$ cat src/hdl/cbl_pkg.sv
// Package for the centered alpha blit: item types, register map and reset values.
// Also holds the per-channel blend function. Depends on nothing.
package cbl_pkg;

  // Default for the largest supported image or window dimension
  localparam int MaxDimDefault = 1024;

  // Configuration port geometry: five registers at a 4-byte stride
  localparam int AddrW = 5;
  localparam int DataW = 32;
  localparam int SizeW = 11;
  localparam int RgbW  = 24;

  // Register reset values
  localparam logic [SizeW-1:0] SizeReset = 11'd1;
  localparam logic [RgbW-1:0]  BgReset   = 24'h202020;

  // Alpha code that passes the source color through untouched
  localparam logic [7:0] AlphaOpaque = 8'hFF;
  localparam logic [7:0] AlphaClear  = 8'h00;

  // Register indexes, taken from paddr[4:2]
  typedef enum logic [2:0] {
    REG_IMAGE_WIDTH   = 3'd0,
    REG_IMAGE_HEIGHT  = 3'd1,
    REG_WINDOW_WIDTH  = 3'd2,
    REG_WINDOW_HEIGHT = 3'd3,
    REG_BACKGROUND    = 3'd4
  } reg_idx_e;

  // Input item: one RGBA pixel
  typedef struct packed {
    logic [7:0] red_in;
    logic [7:0] green_in;
    logic [7:0] blue_in;
    logic [7:0] alpha_in;
  } pix_t;

  // Result item: placed and blended pixel
  typedef struct packed {
    logic       draw;
    logic [9:0] dest_x;
    logic [9:0] dest_y;
    logic [23:0] color_out;
    logic       frame_last;
  } res_t;

  // Blend one channel: (c*a + bg*(255-a)) / 255, truncated.
  // Divide by 255 as (n + (n >> 8) + 1) >> 8, exact for every n up to 255*255, the largest sum.
  function automatic logic [7:0] blend_ch(input logic [7:0] c, input logic [7:0] a,
                                          input logic [7:0] bg);
    logic [15:0] num;
    logic [15:0] adj;
    num = 16'(c) * 16'(a) + 16'(bg) * 16'(AlphaOpaque - a);
    adj = num + 16'(num[15:8]) + 16'd1;
    return adj[15:8];
  endfunction

endpackage

$ cat src/hdl/cbl_cfg.sv
// Configuration register file for the centered alpha blit, APB-style write/read.
// Clamps the size register outputs to 1..MAX_DIM. Depends on cbl_pkg.
module cbl_cfg #(
  parameter int MAX_DIM = cbl_pkg::MaxDimDefault,
  localparam int DimW = $clog2(MAX_DIM + 1)
) (
  input  logic                       clk_i,
  input  logic                       rst_ni,
  input  logic                       psel,
  input  logic                       penable,
  input  logic                       pwrite,
  input  logic [cbl_pkg::AddrW-1:0]  paddr,
  input  logic [cbl_pkg::DataW-1:0]  pwdata,
  output logic [cbl_pkg::DataW-1:0]  prdata,
  output logic                       pready,
  output logic [DimW-1:0]            img_w_o,
  output logic [DimW-1:0]            img_h_o,
  output logic [DimW-1:0]            win_w_o,
  output logic [DimW-1:0]            win_h_o,
  output logic [cbl_pkg::RgbW-1:0]   bg_o
);
  import cbl_pkg::*;

  logic [SizeW-1:0] img_w_q, img_h_q, win_w_q, win_h_q;
  logic [RgbW-1:0]  bg_q;
  logic             wr_en;
  reg_idx_e         idx;

  // Map a raw size register into 1..MAX_DIM
  function automatic logic [DimW-1:0] clamp_dim(input logic [SizeW-1:0] raw);
    logic [DimW-1:0] res;
    if (raw == '0) begin
      res = DimW'(1);
    end else if (32'(raw) > 32'(MAX_DIM)) begin
      res = DimW'(MAX_DIM);
    end else begin
      res = DimW'(raw);
    end
    return res;
  endfunction

  assign pready = 1'b1;
  assign idx    = reg_idx_e'(paddr[AddrW-1:2]);
  assign wr_en  = psel && penable && pwrite && pready;

  // Write the addressed register
  always_ff @(posedge clk_i or negedge rst_ni) begin
    if (!rst_ni) begin
      img_w_q <= SizeReset;
      img_h_q <= SizeReset;
      win_w_q <= SizeReset;
      win_h_q <= SizeReset;
      bg_q    <= BgReset;
    end else if (wr_en) begin
      case (idx)
        REG_IMAGE_WIDTH:   img_w_q <= pwdata[SizeW-1:0];
        REG_IMAGE_HEIGHT:  img_h_q <= pwdata[SizeW-1:0];
        REG_WINDOW_WIDTH:  win_w_q <= pwdata[SizeW-1:0];
        REG_WINDOW_HEIGHT: win_h_q <= pwdata[SizeW-1:0];
        REG_BACKGROUND:    bg_q    <= pwdata[RgbW-1:0];
        default: ;
      endcase
    end
  end

  // Return the addressed register, zero beyond the map
  always_comb begin
    case (idx)
      REG_IMAGE_WIDTH:   prdata = DataW'(img_w_q);
      REG_IMAGE_HEIGHT:  prdata = DataW'(img_h_q);
      REG_WINDOW_WIDTH:  prdata = DataW'(win_w_q);
      REG_WINDOW_HEIGHT: prdata = DataW'(win_h_q);
      REG_BACKGROUND:    prdata = DataW'(bg_q);
      default:           prdata = '0;
    endcase
  end

  assign img_w_o = clamp_dim(img_w_q);
  assign img_h_o = clamp_dim(img_h_q);
  assign win_w_o = clamp_dim(win_w_q);
  assign win_h_o = clamp_dim(win_h_q);
  assign bg_o    = bg_q;

endmodule

$ cat src/hdl/cbl_scan.sv
// Input stage of the centered alpha blit: input register plus raster counters.
// Tags each accepted pixel with its column, row and end-of-frame flag. Depends on cbl_pkg.
module cbl_scan #(
  parameter int MAX_DIM = cbl_pkg::MaxDimDefault,
  localparam int DimW = $clog2(MAX_DIM + 1),
  localparam int CntW = $clog2(MAX_DIM)
) (
  input  logic                 clk_i,
  input  logic                 rst_ni,
  input  logic                 in_valid_i,
  input  cbl_pkg::pix_t        in_data_i,
  output logic                 in_stall_o,
  input  logic [DimW-1:0]      img_w_i,
  input  logic [DimW-1:0]      img_h_i,
  input  logic                 next_ready_i,
  output logic                 valid_o,
  output cbl_pkg::pix_t        pix_o,
  output logic [CntW-1:0]      col_o,
  output logic [CntW-1:0]      row_o,
  output logic                 last_o
);
  import cbl_pkg::*;

  logic            valid_q, valid_d;
  pix_t            pix_q;
  logic [CntW-1:0] col_q, col_d, row_q, row_d;
  logic [CntW-1:0] s_col_q, s_row_q;
  logic            last_q;
  logic            accept;
  logic            end_row, end_frame;

  assign in_stall_o = valid_q && !next_ready_i;
  assign accept     = in_valid_i && !in_stall_o;

  // A counter at or past the last index wraps
  assign end_row   = DimW'(col_q) >= (img_w_i - DimW'(1));
  assign end_frame = DimW'(row_q) >= (img_h_i - DimW'(1));

  // Advance the raster position on each accepted item
  always_comb begin
    col_d = col_q;
    row_d = row_q;
    if (accept) begin
      if (end_row) begin
        col_d = '0;
        row_d = end_frame ? '0 : row_q + CntW'(1);
      end else begin
        col_d = col_q + CntW'(1);
      end
    end
  end

  // Hold the stage while the result stage is full
  always_comb begin
    valid_d = valid_q;
    if (accept) begin
      valid_d = 1'b1;
    end else if (next_ready_i) begin
      valid_d = 1'b0;
    end
  end

  always_ff @(posedge clk_i or negedge rst_ni) begin
    if (!rst_ni) begin
      valid_q <= 1'b0;
      col_q   <= '0;
      row_q   <= '0;
    end else begin
      valid_q <= valid_d;
      col_q   <= col_d;
      row_q   <= row_d;
    end
  end

  // Capture the pixel with its position
  always_ff @(posedge clk_i) begin
    if (accept) begin
      pix_q   <= in_data_i;
      s_col_q <= col_q;
      s_row_q <= row_q;
      last_q  <= end_row && end_frame;
    end
  end

  assign valid_o = valid_q;
  assign pix_o   = pix_q;
  assign col_o   = s_col_q;
  assign row_o   = s_row_q;
  assign last_o  = last_q;

endmodule

$ cat src/hdl/cbl_shade.sv
// Result stage of the centered alpha blit: centering, clipping, blend, result register.
// Depends on cbl_pkg for the item types and the channel blend.
module cbl_shade #(
  parameter int MAX_DIM = cbl_pkg::MaxDimDefault,
  localparam int DimW = $clog2(MAX_DIM + 1),
  localparam int CntW = $clog2(MAX_DIM)
) (
  input  logic                      clk_i,
  input  logic                      rst_ni,
  input  logic                      valid_i,
  input  cbl_pkg::pix_t             pix_i,
  input  logic [CntW-1:0]           col_i,
  input  logic [CntW-1:0]           row_i,
  input  logic                      last_i,
  output logic                      ready_o,
  input  logic [DimW-1:0]           img_w_i,
  input  logic [DimW-1:0]           img_h_i,
  input  logic [DimW-1:0]           win_w_i,
  input  logic [DimW-1:0]           win_h_i,
  input  logic [cbl_pkg::RgbW-1:0]  bg_i,
  output logic                      out_valid_o,
  output cbl_pkg::res_t             out_data_o,
  input  logic                      out_stall_i
);
  import cbl_pkg::*;

  logic signed [DimW:0]   diff_x, diff_y, off_x, off_y;
  logic signed [DimW+1:0] dx, dy;
  logic                   in_x, in_y, draw;
  logic [RgbW-1:0]        mix_rgb;
  res_t                   res_d, res_q;
  logic                   valid_q, valid_d;
  logic                   load;

  // Offset is (window - image) / 2, truncated toward zero
  assign diff_x = $signed({1'b0, win_w_i}) - $signed({1'b0, img_w_i});
  assign diff_y = $signed({1'b0, win_h_i}) - $signed({1'b0, img_h_i});
  assign off_x  = (diff_x + $signed({{DimW{1'b0}}, diff_x[DimW]})) >>> 1;
  assign off_y  = (diff_y + $signed({{DimW{1'b0}}, diff_y[DimW]})) >>> 1;

  // Window position and clip test
  assign dx   = (DimW+2)'(off_x) + $signed((DimW+2)'(col_i));
  assign dy   = (DimW+2)'(off_y) + $signed((DimW+2)'(row_i));
  assign in_x = !dx[DimW+1] && (dx < $signed((DimW+2)'(win_w_i)));
  assign in_y = !dy[DimW+1] && (dy < $signed((DimW+2)'(win_h_i)));
  assign draw = in_x && in_y && (pix_i.alpha_in != AlphaClear);

  // Blend each channel over the background
  assign mix_rgb = {blend_ch(pix_i.red_in,   pix_i.alpha_in, bg_i[23:16]),
                    blend_ch(pix_i.green_in, pix_i.alpha_in, bg_i[15:8]),
                    blend_ch(pix_i.blue_in,  pix_i.alpha_in, bg_i[7:0])};

  // Build the result; drop coordinates and color when not drawn
  always_comb begin
    res_d            = '0;
    res_d.frame_last = last_i;
    if (draw) begin
      res_d.draw   = 1'b1;
      res_d.dest_x = 10'(dx);
      res_d.dest_y = 10'(dy);
      if (pix_i.alpha_in == AlphaOpaque) begin
        res_d.color_out = {pix_i.red_in, pix_i.green_in, pix_i.blue_in};
      end else begin
        res_d.color_out = mix_rgb;
      end
    end
  end

  assign ready_o = !valid_q || !out_stall_i;
  assign load    = valid_i && ready_o;

  // Hold a stalled result, clear a taken one
  always_comb begin
    valid_d = valid_q;
    if (load) begin
      valid_d = 1'b1;
    end else if (!out_stall_i) begin
      valid_d = 1'b0;
    end
  end

  always_ff @(posedge clk_i or negedge rst_ni) begin
    if (!rst_ni) begin
      valid_q <= 1'b0;
    end else begin
      valid_q <= valid_d;
    end
  end

  always_ff @(posedge clk_i) begin
    if (load) begin
      res_q <= res_d;
    end
  end

  assign out_valid_o = valid_q;
  assign out_data_o  = res_q;

endmodule

$ cat src/hdl/centered_alpha_blit_core.sv
// Top level of the centered alpha blit: config registers, input stage, result stage.
// Depends on cbl_pkg, cbl_cfg, cbl_scan and cbl_shade.
//
// Takes RGBA pixels in raster order, one item per clock while in_stall_o is
// low, and gives one result item per pixel. Each item passes the input
// register (which also keeps the raster column and row counters) and then the
// result register; between them sit the centering adders, the clip compares
// and the two 8x8 blend multiplies per channel. A stalled output backs up
// through both registers, so up to two items are held inside. The image is
// centered in the window with offset (window - image) / 2 truncated toward
// zero; size registers of 0 act as 1 and values above MAX_DIM act as MAX_DIM.
// Write registers only while idle.
module centered_alpha_blit_core #(
  parameter int MAX_DIM = cbl_pkg::MaxDimDefault
) (
  input  logic                       clk_i,
  input  logic                       rst_ni,
  input  logic                       in_valid_i,
  input  cbl_pkg::pix_t              in_data_i,
  output logic                       in_stall_o,
  output logic                       out_valid_o,
  output cbl_pkg::res_t              out_data_o,
  input  logic                       out_stall_i,
  input  logic                       psel,
  input  logic                       penable,
  input  logic                       pwrite,
  input  logic [cbl_pkg::AddrW-1:0]  paddr,
  input  logic [cbl_pkg::DataW-1:0]  pwdata,
  output logic [cbl_pkg::DataW-1:0]  prdata,
  output logic                       pready
);
  import cbl_pkg::*;

  localparam int DimW = $clog2(MAX_DIM + 1);
  localparam int CntW = $clog2(MAX_DIM);

  logic [DimW-1:0] img_w, img_h, win_w, win_h;
  logic [RgbW-1:0] bg;
  logic            s1_valid, s2_ready, s1_last;
  pix_t            s1_pix;
  logic [CntW-1:0] s1_col, s1_row;

  cbl_cfg #(.MAX_DIM(MAX_DIM)) u_cfg (
    .clk_i   (clk_i),
    .rst_ni  (rst_ni),
    .psel    (psel),
    .penable (penable),
    .pwrite  (pwrite),
    .paddr   (paddr),
    .pwdata  (pwdata),
    .prdata  (prdata),
    .pready  (pready),
    .img_w_o (img_w),
    .img_h_o (img_h),
    .win_w_o (win_w),
    .win_h_o (win_h),
    .bg_o    (bg)
  );

  cbl_scan #(.MAX_DIM(MAX_DIM)) u_scan (
    .clk_i        (clk_i),
    .rst_ni       (rst_ni),
    .in_valid_i   (in_valid_i),
    .in_data_i    (in_data_i),
    .in_stall_o   (in_stall_o),
    .img_w_i      (img_w),
    .img_h_i      (img_h),
    .next_ready_i (s2_ready),
    .valid_o      (s1_valid),
    .pix_o        (s1_pix),
    .col_o        (s1_col),
    .row_o        (s1_row),
    .last_o       (s1_last)
  );

  cbl_shade #(.MAX_DIM(MAX_DIM)) u_shade (
    .clk_i       (clk_i),
    .rst_ni      (rst_ni),
    .valid_i     (s1_valid),
    .pix_i       (s1_pix),
    .col_i       (s1_col),
    .row_i       (s1_row),
    .last_i      (s1_last),
    .ready_o     (s2_ready),
    .img_w_i     (img_w),
    .img_h_i     (img_h),
    .win_w_i     (win_w),
    .win_h_i     (win_h),
    .bg_i        (bg),
    .out_valid_o (out_valid_o),
    .out_data_o  (out_data_o),
    .out_stall_i (out_stall_i)
  );

endmodule

$ cat config.mk
export PLATFORM = sky130hd
export DESIGN_NAME = centered_alpha_blit_core
export DESIGN_NICKNAME = d
export VERILOG_FILES = /design/src/hdl/cbl_pkg.sv /design/src/hdl/cbl_cfg.sv /design/src/hdl/cbl_scan.sv /design/src/hdl/cbl_shade.sv /design/src/hdl/centered_alpha_blit_core.sv
export SDC_FILE = /design/constraint.sdc
export NUM_CORES = 1
export LEC_CHECK = 0
export ABC_AREA = 1
export BUFFER_PORTS_ARGS = -buffer_cell sky130_fd_sc_hd__buf_2
export CAP_MARGIN = 20
export CELL_PAD_IN_SITES_DETAIL_PLACEMENT = 0
export CELL_PAD_IN_SITES_GLOBAL_PLACEMENT = 1
export CORE_AREA = 2 2 255 282
export DETAILED_ROUTE_END_ITERATION = 7
export DIE_AREA = 0 0 257 284
export PLACE_DENSITY = 0.7
export SLEW_MARGIN = 20
export SYNTH_ARGS = -nofsm -noshare
export SYNTH_HDL_FRONTEND = slang
export SYNTH_HIERARCHICAL = 1
export SYNTH_SLANG_ARGS = --single-unit
$ cat constraint.sdc
create_clock -name clk_i -period 14.3 [get_ports clk_i]
set_input_delay 1.43 -clock clk_i [delete_from_list [all_inputs] [get_ports clk_i]]
set_output_delay 1.43 -clock clk_i [all_outputs]
set_load 0.01 [all_outputs]
[After elaboration in Yosys (flattened, before gate mapping)]
Index checks and enable logic that the tools add are counted.
Word-level totals
  flip-flop bits (word level): 189
  input bits: 76
  output and inout bits: 81
  logic and storage cells: 108
Operators by class
  add/subtract/negate cells: 20
  multipliers: 6
  $lt $le $gt $ge: 8
  equality and inequality tests: 6
  multiplexer cells: 17
  reduce and logical (&&, ||, !) cells: 30
Operator list (count)
  24-bit case mux with 5 select lines: 1
  11-bit 2-to-1 mux: 8
  16-bit by 1-bit adder with 16-bit output (second input constant): 3
  16-bit adder: 3
  16-bit by 8-bit adder with 16-bit output: 3
  8-bit by 16-bit multiplier with 16-bit output: 3
  8-bit by 8-bit multiplier with 16-bit output: 3
  45-bit 2-to-1 mux: 1
  11-bit greater-than comparator (second input constant): 4
  11-bit logical NOT: 4
  13-bit by 12-bit less-than comparator with 1-bit output: 2
  11-bit by 11-bit adder with 12-bit output: 2
  12-bit by 2-bit adder with 12-bit output: 2
  24-bit 2-to-1 mux: 1
  11-bit by 11-bit subtractor with 12-bit output: 2
  10-bit by 11-bit >= comparator with 1-bit output: 2
  11-bit by 1-bit subtractor with 11-bit output (second input constant): 2
  10-bit by 1-bit adder with 10-bit output (second input constant): 2
  10-bit 2-to-1 mux: 2
  2-bit AND reduction: 6
  1-bit logical AND: 10
  8-bit by 8-bit subtractor with 9-bit output (first input constant): 1
  8-bit equality test (second input constant): 1
  8-bit nonzero test: 1
  9 further kinds: 18

[Longest topological paths before layout]
Gate-level depths: netlist (run 1).
  word-level depth: 11
  mapped depth: 43
  gate-level depth less buffers: 42

[Cells and area by module]
The synthesis (run 1) kept the hierarchy.
Modules (own cells, without submodules)
  cbl_shade: instances 1, cells each 2809, area each 20014.2 sq um, sequential area each 1406.3 sq um
  cbl_scan: instances 1, cells each 332, area each 3599.7 sq um, sequential area each 2117.0 sq um
  cbl_cfg: instances 1, cells each 493, area each 3553.4 sq um, sequential area each 1710.4 sq um

[Worst setup path after synthesis (run 1)]
Ideal clock, no wire load.
  path type: register to register
  start: register u_scan.pix_q, in the netlist u_scan/pix_o[1]
  end: register u_shade.res_q, in the netlist u_shade/out_data_o[19], data pin
  setup time: 0.257 ns
  arrival: 6.449 ns
  required time: 14.043 ns
  setup slack: 7.594 ns
  stages on the path, launching flop included: 35
  buffers on the path: 2
  period minus slack after synthesis: 6.706 ns
  cell sequence: edfxtp_1 clkbuf_1 buf_1 nand2_1 fa_1 fa_1 inv_1 fa_1 fa_1 fa_1 inv_1 fa_1 inv_1 ha_1 nand2_1 inv_1 nand2_1 nand2_1 nand2_1 nand3_1 a21oi_1 o21bai_1 xnor2_1 inv_1 ha_1 nand2_1 or2_2 nand2_1 inv_1 nand2_1 nand2_1 nand2_1 nand3_1 o21ai_0 nor2_1
Between the ends
  word-level cells in the longest chain between the ends: 6
  elaborated cells between the ends (all ways): 10
  those cells by class: 4 x add/sub; 2 x mul; 1 x eq/ne; 1 x mux; 2 x reduce/logical
Ends and longest elaborated chain
  start, declared: RTL line cbl_scan.sv:25  | pix_t pix_q;
  start signal, assigned: RTL line cbl_scan.sv:78  | pix_q <= in_data_i;
  8-bit by 8-bit subtractor with 9-bit output: RTL line cbl_pkg.sv:54  | num = 16'(c) * 16'(a) + 16'(bg) * 16'(AlphaOpaque - a);
  8-bit by 16-bit multiplier with 16-bit output: RTL line cbl_pkg.sv:54
  16-bit adder: RTL line cbl_pkg.sv:54
  16-bit by 8-bit adder with 16-bit output: RTL line cbl_pkg.sv:55  | adj = num + 16'(num[15:8]) + 16'd1;
  16-bit by 1-bit adder with 16-bit output: RTL line cbl_pkg.sv:55
  24-bit 2-to-1 mux: RTL line cbl_shade.sv:61  | if (pix_i.alpha_in == AlphaOpaque) begin
  end signal, assigned: RTL line cbl_shade.sv:92  | res_q <= res_d;
  end, declared: RTL line cbl_shade.sv:31  | res_t res_d, res_q;
Parallel ways exist; a longest one is shown, timed or not.
A chain may end at the register's enable or synchronous reset.

[Worst setup path in the final report (run 1)]
Ends and elaborated chain as after synthesis.

==> impl_metrics.json, run 1 <==
{
  "area_growth_syn_to_layout_pct": 7.710,
  "cts_tree": "yes",
  "portBuffers": 137,
  "final_util": 0.4176,
  "yosysTopAreaCell": "fa_1",
  "critical_path.startpoint": "u_scan/pix_o[1]$_DFFE_PP_",
  "outcome": "completed",
  "nets": 4364,
  "fin_crit_ns": 7.756,
  "start_kind": "flop",
  "r2r_end": "u_shade/out_data_o[19]$_SDFFCE_PN0P_",
  "route.vias.total": 21980,
  "rsz0062_at_grt": "false",
  "pre_cts_ws_ns": 6.579,
  "synthCells": 3634,
  "root_buffer": "clkbuf_16",
  "crit_path_end_kind": "flop",
  "overflow": 0,
  "ys.flop_type": "edfxtp_1",
  "finalSetupViolCount": 0,
  "crit_type": "flop to flop",
  "cts_resized": 0,
  "cap_violations": 0,
  "num_rows": 102,
  "slew_headroom": 0.2613,
  "synth_edf_count": 99,
  "finClkSkew_ns": 0.02568,
  "drcViolationCount": 0,
  "drt-initial-drc-count": 1201,
  "synth_cell_type_count": 54,
  "ctsLongestPathBuffers": 2,
  "clock_latency_ns": 0.51,
  "setup_slack_ns": 6.544,
  "crit_end": "u_shade/out_data_o[19]$_SDFFCE_PN0P_",
  "grt_max_degree": 72,
  "cts_inserted_buffers": 17,
  "die_w_um": 257,
  "layout_common_cells": "inv_1 (930), nand2_1 (819), nor2_1 (359)",
  "grt_use_total": 0.2128,
  "via_per_inst": 4.725,
  "r2r_cells": 34,
  "slowest_delay_ns": 0.55,
  "hold_viol": 0,
  "arrival_ns": 7.98,
  "dr.pass1.iters": 7,
  "syn_area_mm2": 0.02717,
  "cts_setup_buffers": 0,
  "hold_class": "flop to flop",
  "reg2reg_slack_ns": 6.54,
  "path_clk_slew_ns": 0.08,
  "post_dp_cell_area_mm2": 0.02867,
  "drive_above_1_share": 0.06459,
  "synth-seq-cells": 189,
  "crit_slowest_cell": "clkinv_1",
  "start_util": 0.3877,
  "min_period_over_period": 0.5424,
  "syn_avg_cell_area_um2": 7.476,
  "design_area_mm2": 0.02926,
  "wl_per_cell_um": 16.02,
  "required_ns": 14.52,
  "tightest_slew_ns": 1.108,
  "fillCellCount": 7409,
  "grt_pass1_wl_um": 122000,
  "cts.sink_count": 189,
  "die_h_um": 284,
  "cp_max_fo": 41,
  "fmax_mhz": 128.9,
  "tns_ns": 0,
  "core_mm2": 0.07006,
  "ios": 157,
  "post-dp-hpwl_um": 57860,
  "final_common_cell": "inv_1",
  "critPathMostFrequentCell": "nand2_1",
  "antenna_left": 0,
  "yosysSeqAreaShare": 0.1926,
  "cts-hold-fix-buffers": 0,
  "synthTopCellsByArea": "fa_1 (22%), ha_1 (13%), inv_1 (13%), nand2_1 (11%), edfxtp_1 (11%)",
  "rr_startpoint": "u_scan/pix_o[1]$_DFFE_PP_",
  "h-tree-depth": 4,
  "gp_congestion": 0.8961,
  "die_area_mm2": 0.07299,
  "drt-total-wl_um": 74560,
  "synth_warnings": 6,
  "slew_violations": 0,
  "grt_pass1_vias": 22710,
  "synth_top_area_frac": 0.2152,
  "antenna_found_initial": 1,
  "async_flop_share": 0.4762
}
## kinds of logic (layout without fill, tap and decap cells)
group,Yosys count,count (layout),synth area share
xor+xnor,109,109,0.03680
flops,189,189,0.1926
compound gates,242,242,0.04910
fa+ha+maj,585,585,0.3501
simple gates,1462,1462,0.2231
other cells,3,13,0.0004145
buf+inv,1044,1117,0.1478
## state kept, by name, indices dropped and copies added, names as in the netlist, 11 cells and up
register	flops
u_cfg/img_w_q	11
u_cfg/bg_o	24
u_cfg/win_h_q	11
u_cfg/img_h_q	11
u_cfg/win_w_q	11
u_shade/out_data_o	46
u_scan/pix_o	32
## metrics by stage
stage	instances	hold slack, ns
floorplan	3643	0.4003
global placement	4620	0.4137
detailed placement	4620	0.4207
CTS	4652	0.4336
global route	4652	0.4409
finish	4653	0.4299
## critical path, delay by kind of cell, from the launching register on
family          cells  cell delay (ns)
compound gates      3             0.31
xor+xnor            1             0.34
fa+ha+maj           8             3.56
buf+inv             8             1.40
flops               1             0.34
simple gates       14             1.50
## synth_stat cells, drive strengths merged (2+ instances only)
cell type and n:
a21boi 3, a21o 11, a21oi 85, a31oi 4, and2 2, buf 44, clkbuf 65, conb 3
dfrtp 83, dfstp 7, edfxtp 99, fa 292, ha 293, inv 934, nand2 824, nand3 175
nand3b 8, nand4 48, nor2 367, nor3 23, nor4 3, o211ai 4, o21a 2, o21ai 115
o21bai 13, or2 9, or3 2, xnor2 37, xor2 72
## area by class of cell
cell class	count	area [um2]	share of cell area
multi-input combinational	2410	17980	0.6144
clock buffer	18	429.2	0.01467
clock inverter	14	150.1	0.005131
antenna	1	2.502	0.00008552
inverter	935	3510	0.1199
tap	936	1171	0.04002
timing repair buffer	150	785.8	0.02685
sequential	189	5234	0.1789
## worst min-delay path by stage
stage / startpoint / endpoint / depth (start not counted)
2_1_floorplan: u_scan/last_o$_DFFE_PP_ / u_shade/out_data_o[0]$_DFFE_PP_ / 0
3_3_place_gp: u_scan/last_o$_DFFE_PP_ / u_shade/out_data_o[0]$_DFFE_PP_ / 0
3_5_place_dp: u_scan/last_o$_DFFE_PP_ / u_shade/out_data_o[0]$_DFFE_PP_ / 0
4_1_cts: u_scan/last_o$_DFFE_PP_ / u_shade/out_data_o[0]$_DFFE_PP_ / 0
5_1_grt: u_scan/last_o$_DFFE_PP_ / u_shade/out_data_o[0]$_DFFE_PP_ / 0
6_report: u_scan/last_o$_DFFE_PP_ / u_shade/out_data_o[0]$_DFFE_PP_ / 0
## metal layers
metal / GRT usage / vias up / share of wire
li1: - / 11020 / -
met1: 0.2909 / 10560 / 0.47
met2: 0.3658 / 367 / 0.48
met3: 0.02304 / 44 / 0.034
met4: 0.03881 / 0 / 0.013
met5: 0 / - / 0
Power of run 1 is left out: the tool's default activity adds up to more than one toggle a clock period on the data nets, which glitch-free logic cannot reach.
==> run 2: changes to the inputs <==
Settings changed: ABC_AREA 1 to 0, CORE_AREA 2 2 255 282 to 2 2 254 281, DIE_AREA 0 0 257 284 to 0 0 256 283, PLACE_DENSITY 0.7 to 0.67.
Clock period 14.3 ns to 7.7 ns, I/O delays scaled along.
==> impl_metrics.json, run 2 <==
{
  "outcome": "completed",
  "r2r_end": "u_shade/out_data_o[3]$_SDFFCE_PN0P_",
  "path_clk_slew_ns": 0.08,
  "die_area_mm2": 0.07245,
  "cp_max_fo": 23,
  "multi_input_comb_area_mm2": 0.01945,
  "largest_register_ff_count": 46,
  "num_rows": 102,
  "layout_common_cells": "inv_1 (511), ha_1 (291), fa_1 (288)",
  "drt-initial-drc-count": 856,
  "required_ns": 8.02,
  "portBuffers": 137,
  "slew_violations": 0,
  "r2r_cells": 26,
  "area_growth_syn_to_layout_pct": 12.22,
  "synth_edf_count": 99,
  "gp_congestion": 0.8634,
  "fmax_mhz": 134.4,
  "cts-hold-fix-buffers": 0,
  "dr.pass1.iters": 5,
  "antenna_left": 0,
  "arrival_ns": 7.76,
  "drt-total-wl_um": 74450,
  "synthCells": 2841,
  "pre_cts_ws_ns": 0.04265,
  "start_kind": "flop",
  "yosysTopAreaCell": "fa_1",
  "fin_crit_ns": 7.438,
  "seqCellArea_mm2": 0.005235,
  "cts_tree": "yes",
  "tns_ns": 0,
  "wl_per_cell_um": 18.73,
  "syn_area_mm2": 0.02688,
  "rr_startpoint": "u_scan/pix_o[2]$_DFFE_PP_",
  "grt_pass1_vias": 21910,
  "ios": 157,
  "die_h_um": 283,
  "root_buffer": "clkbuf_16",
  "grt_max_degree": 74,
  "setup_slack_ns": 0.2618,
  "cap_violations": 0,
  "core_mm2": 0.06981,
  "post-dp-hpwl_um": 57500,
  "overflow": 0,
  "fin_cells": 3974,
  "synth_top_area_frac": 0.2175,
  "crit_type": "flop to flop",
  "yosysSeqAreaShare": 0.1947,
  "antenna_found_initial": 4,
  "synth_warnings": 6,
  "synth.most_common_cell": "inv_1",
  "min_period_over_period": 0.9660,
  "die_w_um": 256,
  "finalSetupViolCount": 0,
  "grt_pass1_wl_um": 118500,
  "cts_inserted_buffers": 17,
  "via_per_inst": 5.116,
  "start_util": 0.3851,
  "slew_headroom": 0.2763,
  "synth_commonest_cells": "inv_1 (512), ha_1 (293), fa_1 (292), nor2b_1 (179), nand2_1 (138)",
  "hold_class": "input pin to async pin",
  "fillCellCount": 6909,
  "drcViolationCount": 0,
  "synth-seq-cells": 189,
  "nets": 3685,
  "route.vias.total": 20330,
  "crit_path_end_kind": "flop",
  "holdWs_ns": 0.1344,
  "async_flop_share": 0.4762,
  "hold_viol": 0,
  "clock_latency_ns": 0.50,
  "cts.sink_count": 189,
  "syn_avg_cell_area_um2": 9.462,
  "final_common_cell": "inv_1",
  "synth_cell_type_count": 109,
  "dp_cells": 3913,
  "ys.flop_type": "edfxtp_1",
  "finClkSkew_ns": 0.02086,
  "grt_use_total": 0.2073,
  "tightest_slew_ns": 1.081,
  "reg2reg_slack_ns": 0.26,
  "ctsLongestPathBuffers": 2,
  "h-tree-depth": 4,
  "critical_path.startpoint": "u_scan/pix_o[2]$_DFFE_PP_",
  "synthTopCellsByArea": "fa_1 (22%), ha_1 (14%), edfxtp_1 (11%), dfrtp_1 (7.7%), inv_1 (7.1%)",
  "drive_above_1_share": 0.1495
}
run 2: cell count changes after synthesis, sizes merged, moves of 94 or more:
cell,before,now
inv,934,512
nand2b,1,95
and2,2,136
nand2,824,139
nand3,175,38
nor2b,0,179
nor2,367,111
run 2: cell families (layout without fill, tap and decap cells):
kind of cell	after synthesis	after routing	share of synthesized area
fa+ha+maj	585	585	0.3538
simple gates	863	863	0.1796
xor+xnor	120	120	0.04017
mux	98	98	0.04124
buf+inv	617	804	0.08969
compound gates	366	366	0.1003
flops	189	189	0.1947
other cells	3	13	0.0004189
run 2: worst max-delay path, stage by stage (launching register included):
cell	delay [ns]
edfxtp_1	0.46
buf_4	0.19
clkbuf_16	0.20
nand2b_1	0.18
fa_2	0.36
fa_1	0.48
inv_1	0.05
fa_1	0.55
fa_1	0.43
fa_1	0.50
inv_1	0.05
fa_1	0.47
inv_1	0.04
ha_1	0.18
or3_1	0.33
o221a_2	0.30
o21a_1	0.18
o211ai_1	0.25
ha_1	0.30
a2111o_1	0.47
o22a_1	0.21
o31ai_4	0.09
a41oi_2	0.17
o211ai_1	0.31
a21boi_1	0.13
xnor2_1	0.14
a211oi_1	0.23
run 2: through the flow:
stage,util,area [um2]
2_1_floorplan,-,26910
3_3_place_gp,0.4168,29100
3_5_place_dp,0.4168,29100
4_1_cts,0.4253,29690
5_1_grt,0.4321,30160
6_report,0.4321,30170
run 2: worst max-delay path by stage:
stage                                                 endpoint  cells after the start
after global routing      u_shade/out_data_o[21]$_SDFFCE_PN0P_                     28
final                      u_shade/out_data_o[3]$_SDFFCE_PN0P_                     26
after CTS                 u_shade/out_data_o[12]$_SDFFCE_PN0P_                     25
after floorplan            u_shade/out_data_o[5]$_SDFFCE_PN0P_                     27
after detailed placement  u_shade/out_data_o[12]$_SDFFCE_PN0P_                     25
after global placement    u_shade/out_data_o[14]$_SDFFCE_PN0P_                     25
run 2: metal layers:
metal | GRT usage | share of wire | vias to the layer above
li1 | - | - | 9662
met2 | 0.3778 | 0.52 | 313
met5 | 0 | 0.00062 | -
met3 | 0.02738 | 0.032 | 74
met1 | 0.2539 | 0.42 | 10270
met4 | 0.06126 | 0.022 | 6
run 2: final cells by class:
type	instances	share of cell area
clock buffers	18	0.01423
multi-input cells	2044	0.6447
inverters	512	0.06371
clock inverters	14	0.005434
diodes	1	0.00008296
well taps	936	0.03882
repair buffers	260	0.05948
flip-flops and latches	189	0.1735
run 2: timing repair:
item	in CTS	in global routing
resized for setup	0	39
buffers inserted	0	25
endpoints found under the setup margin	0	24
Power of run 2 is left out for the same reason.
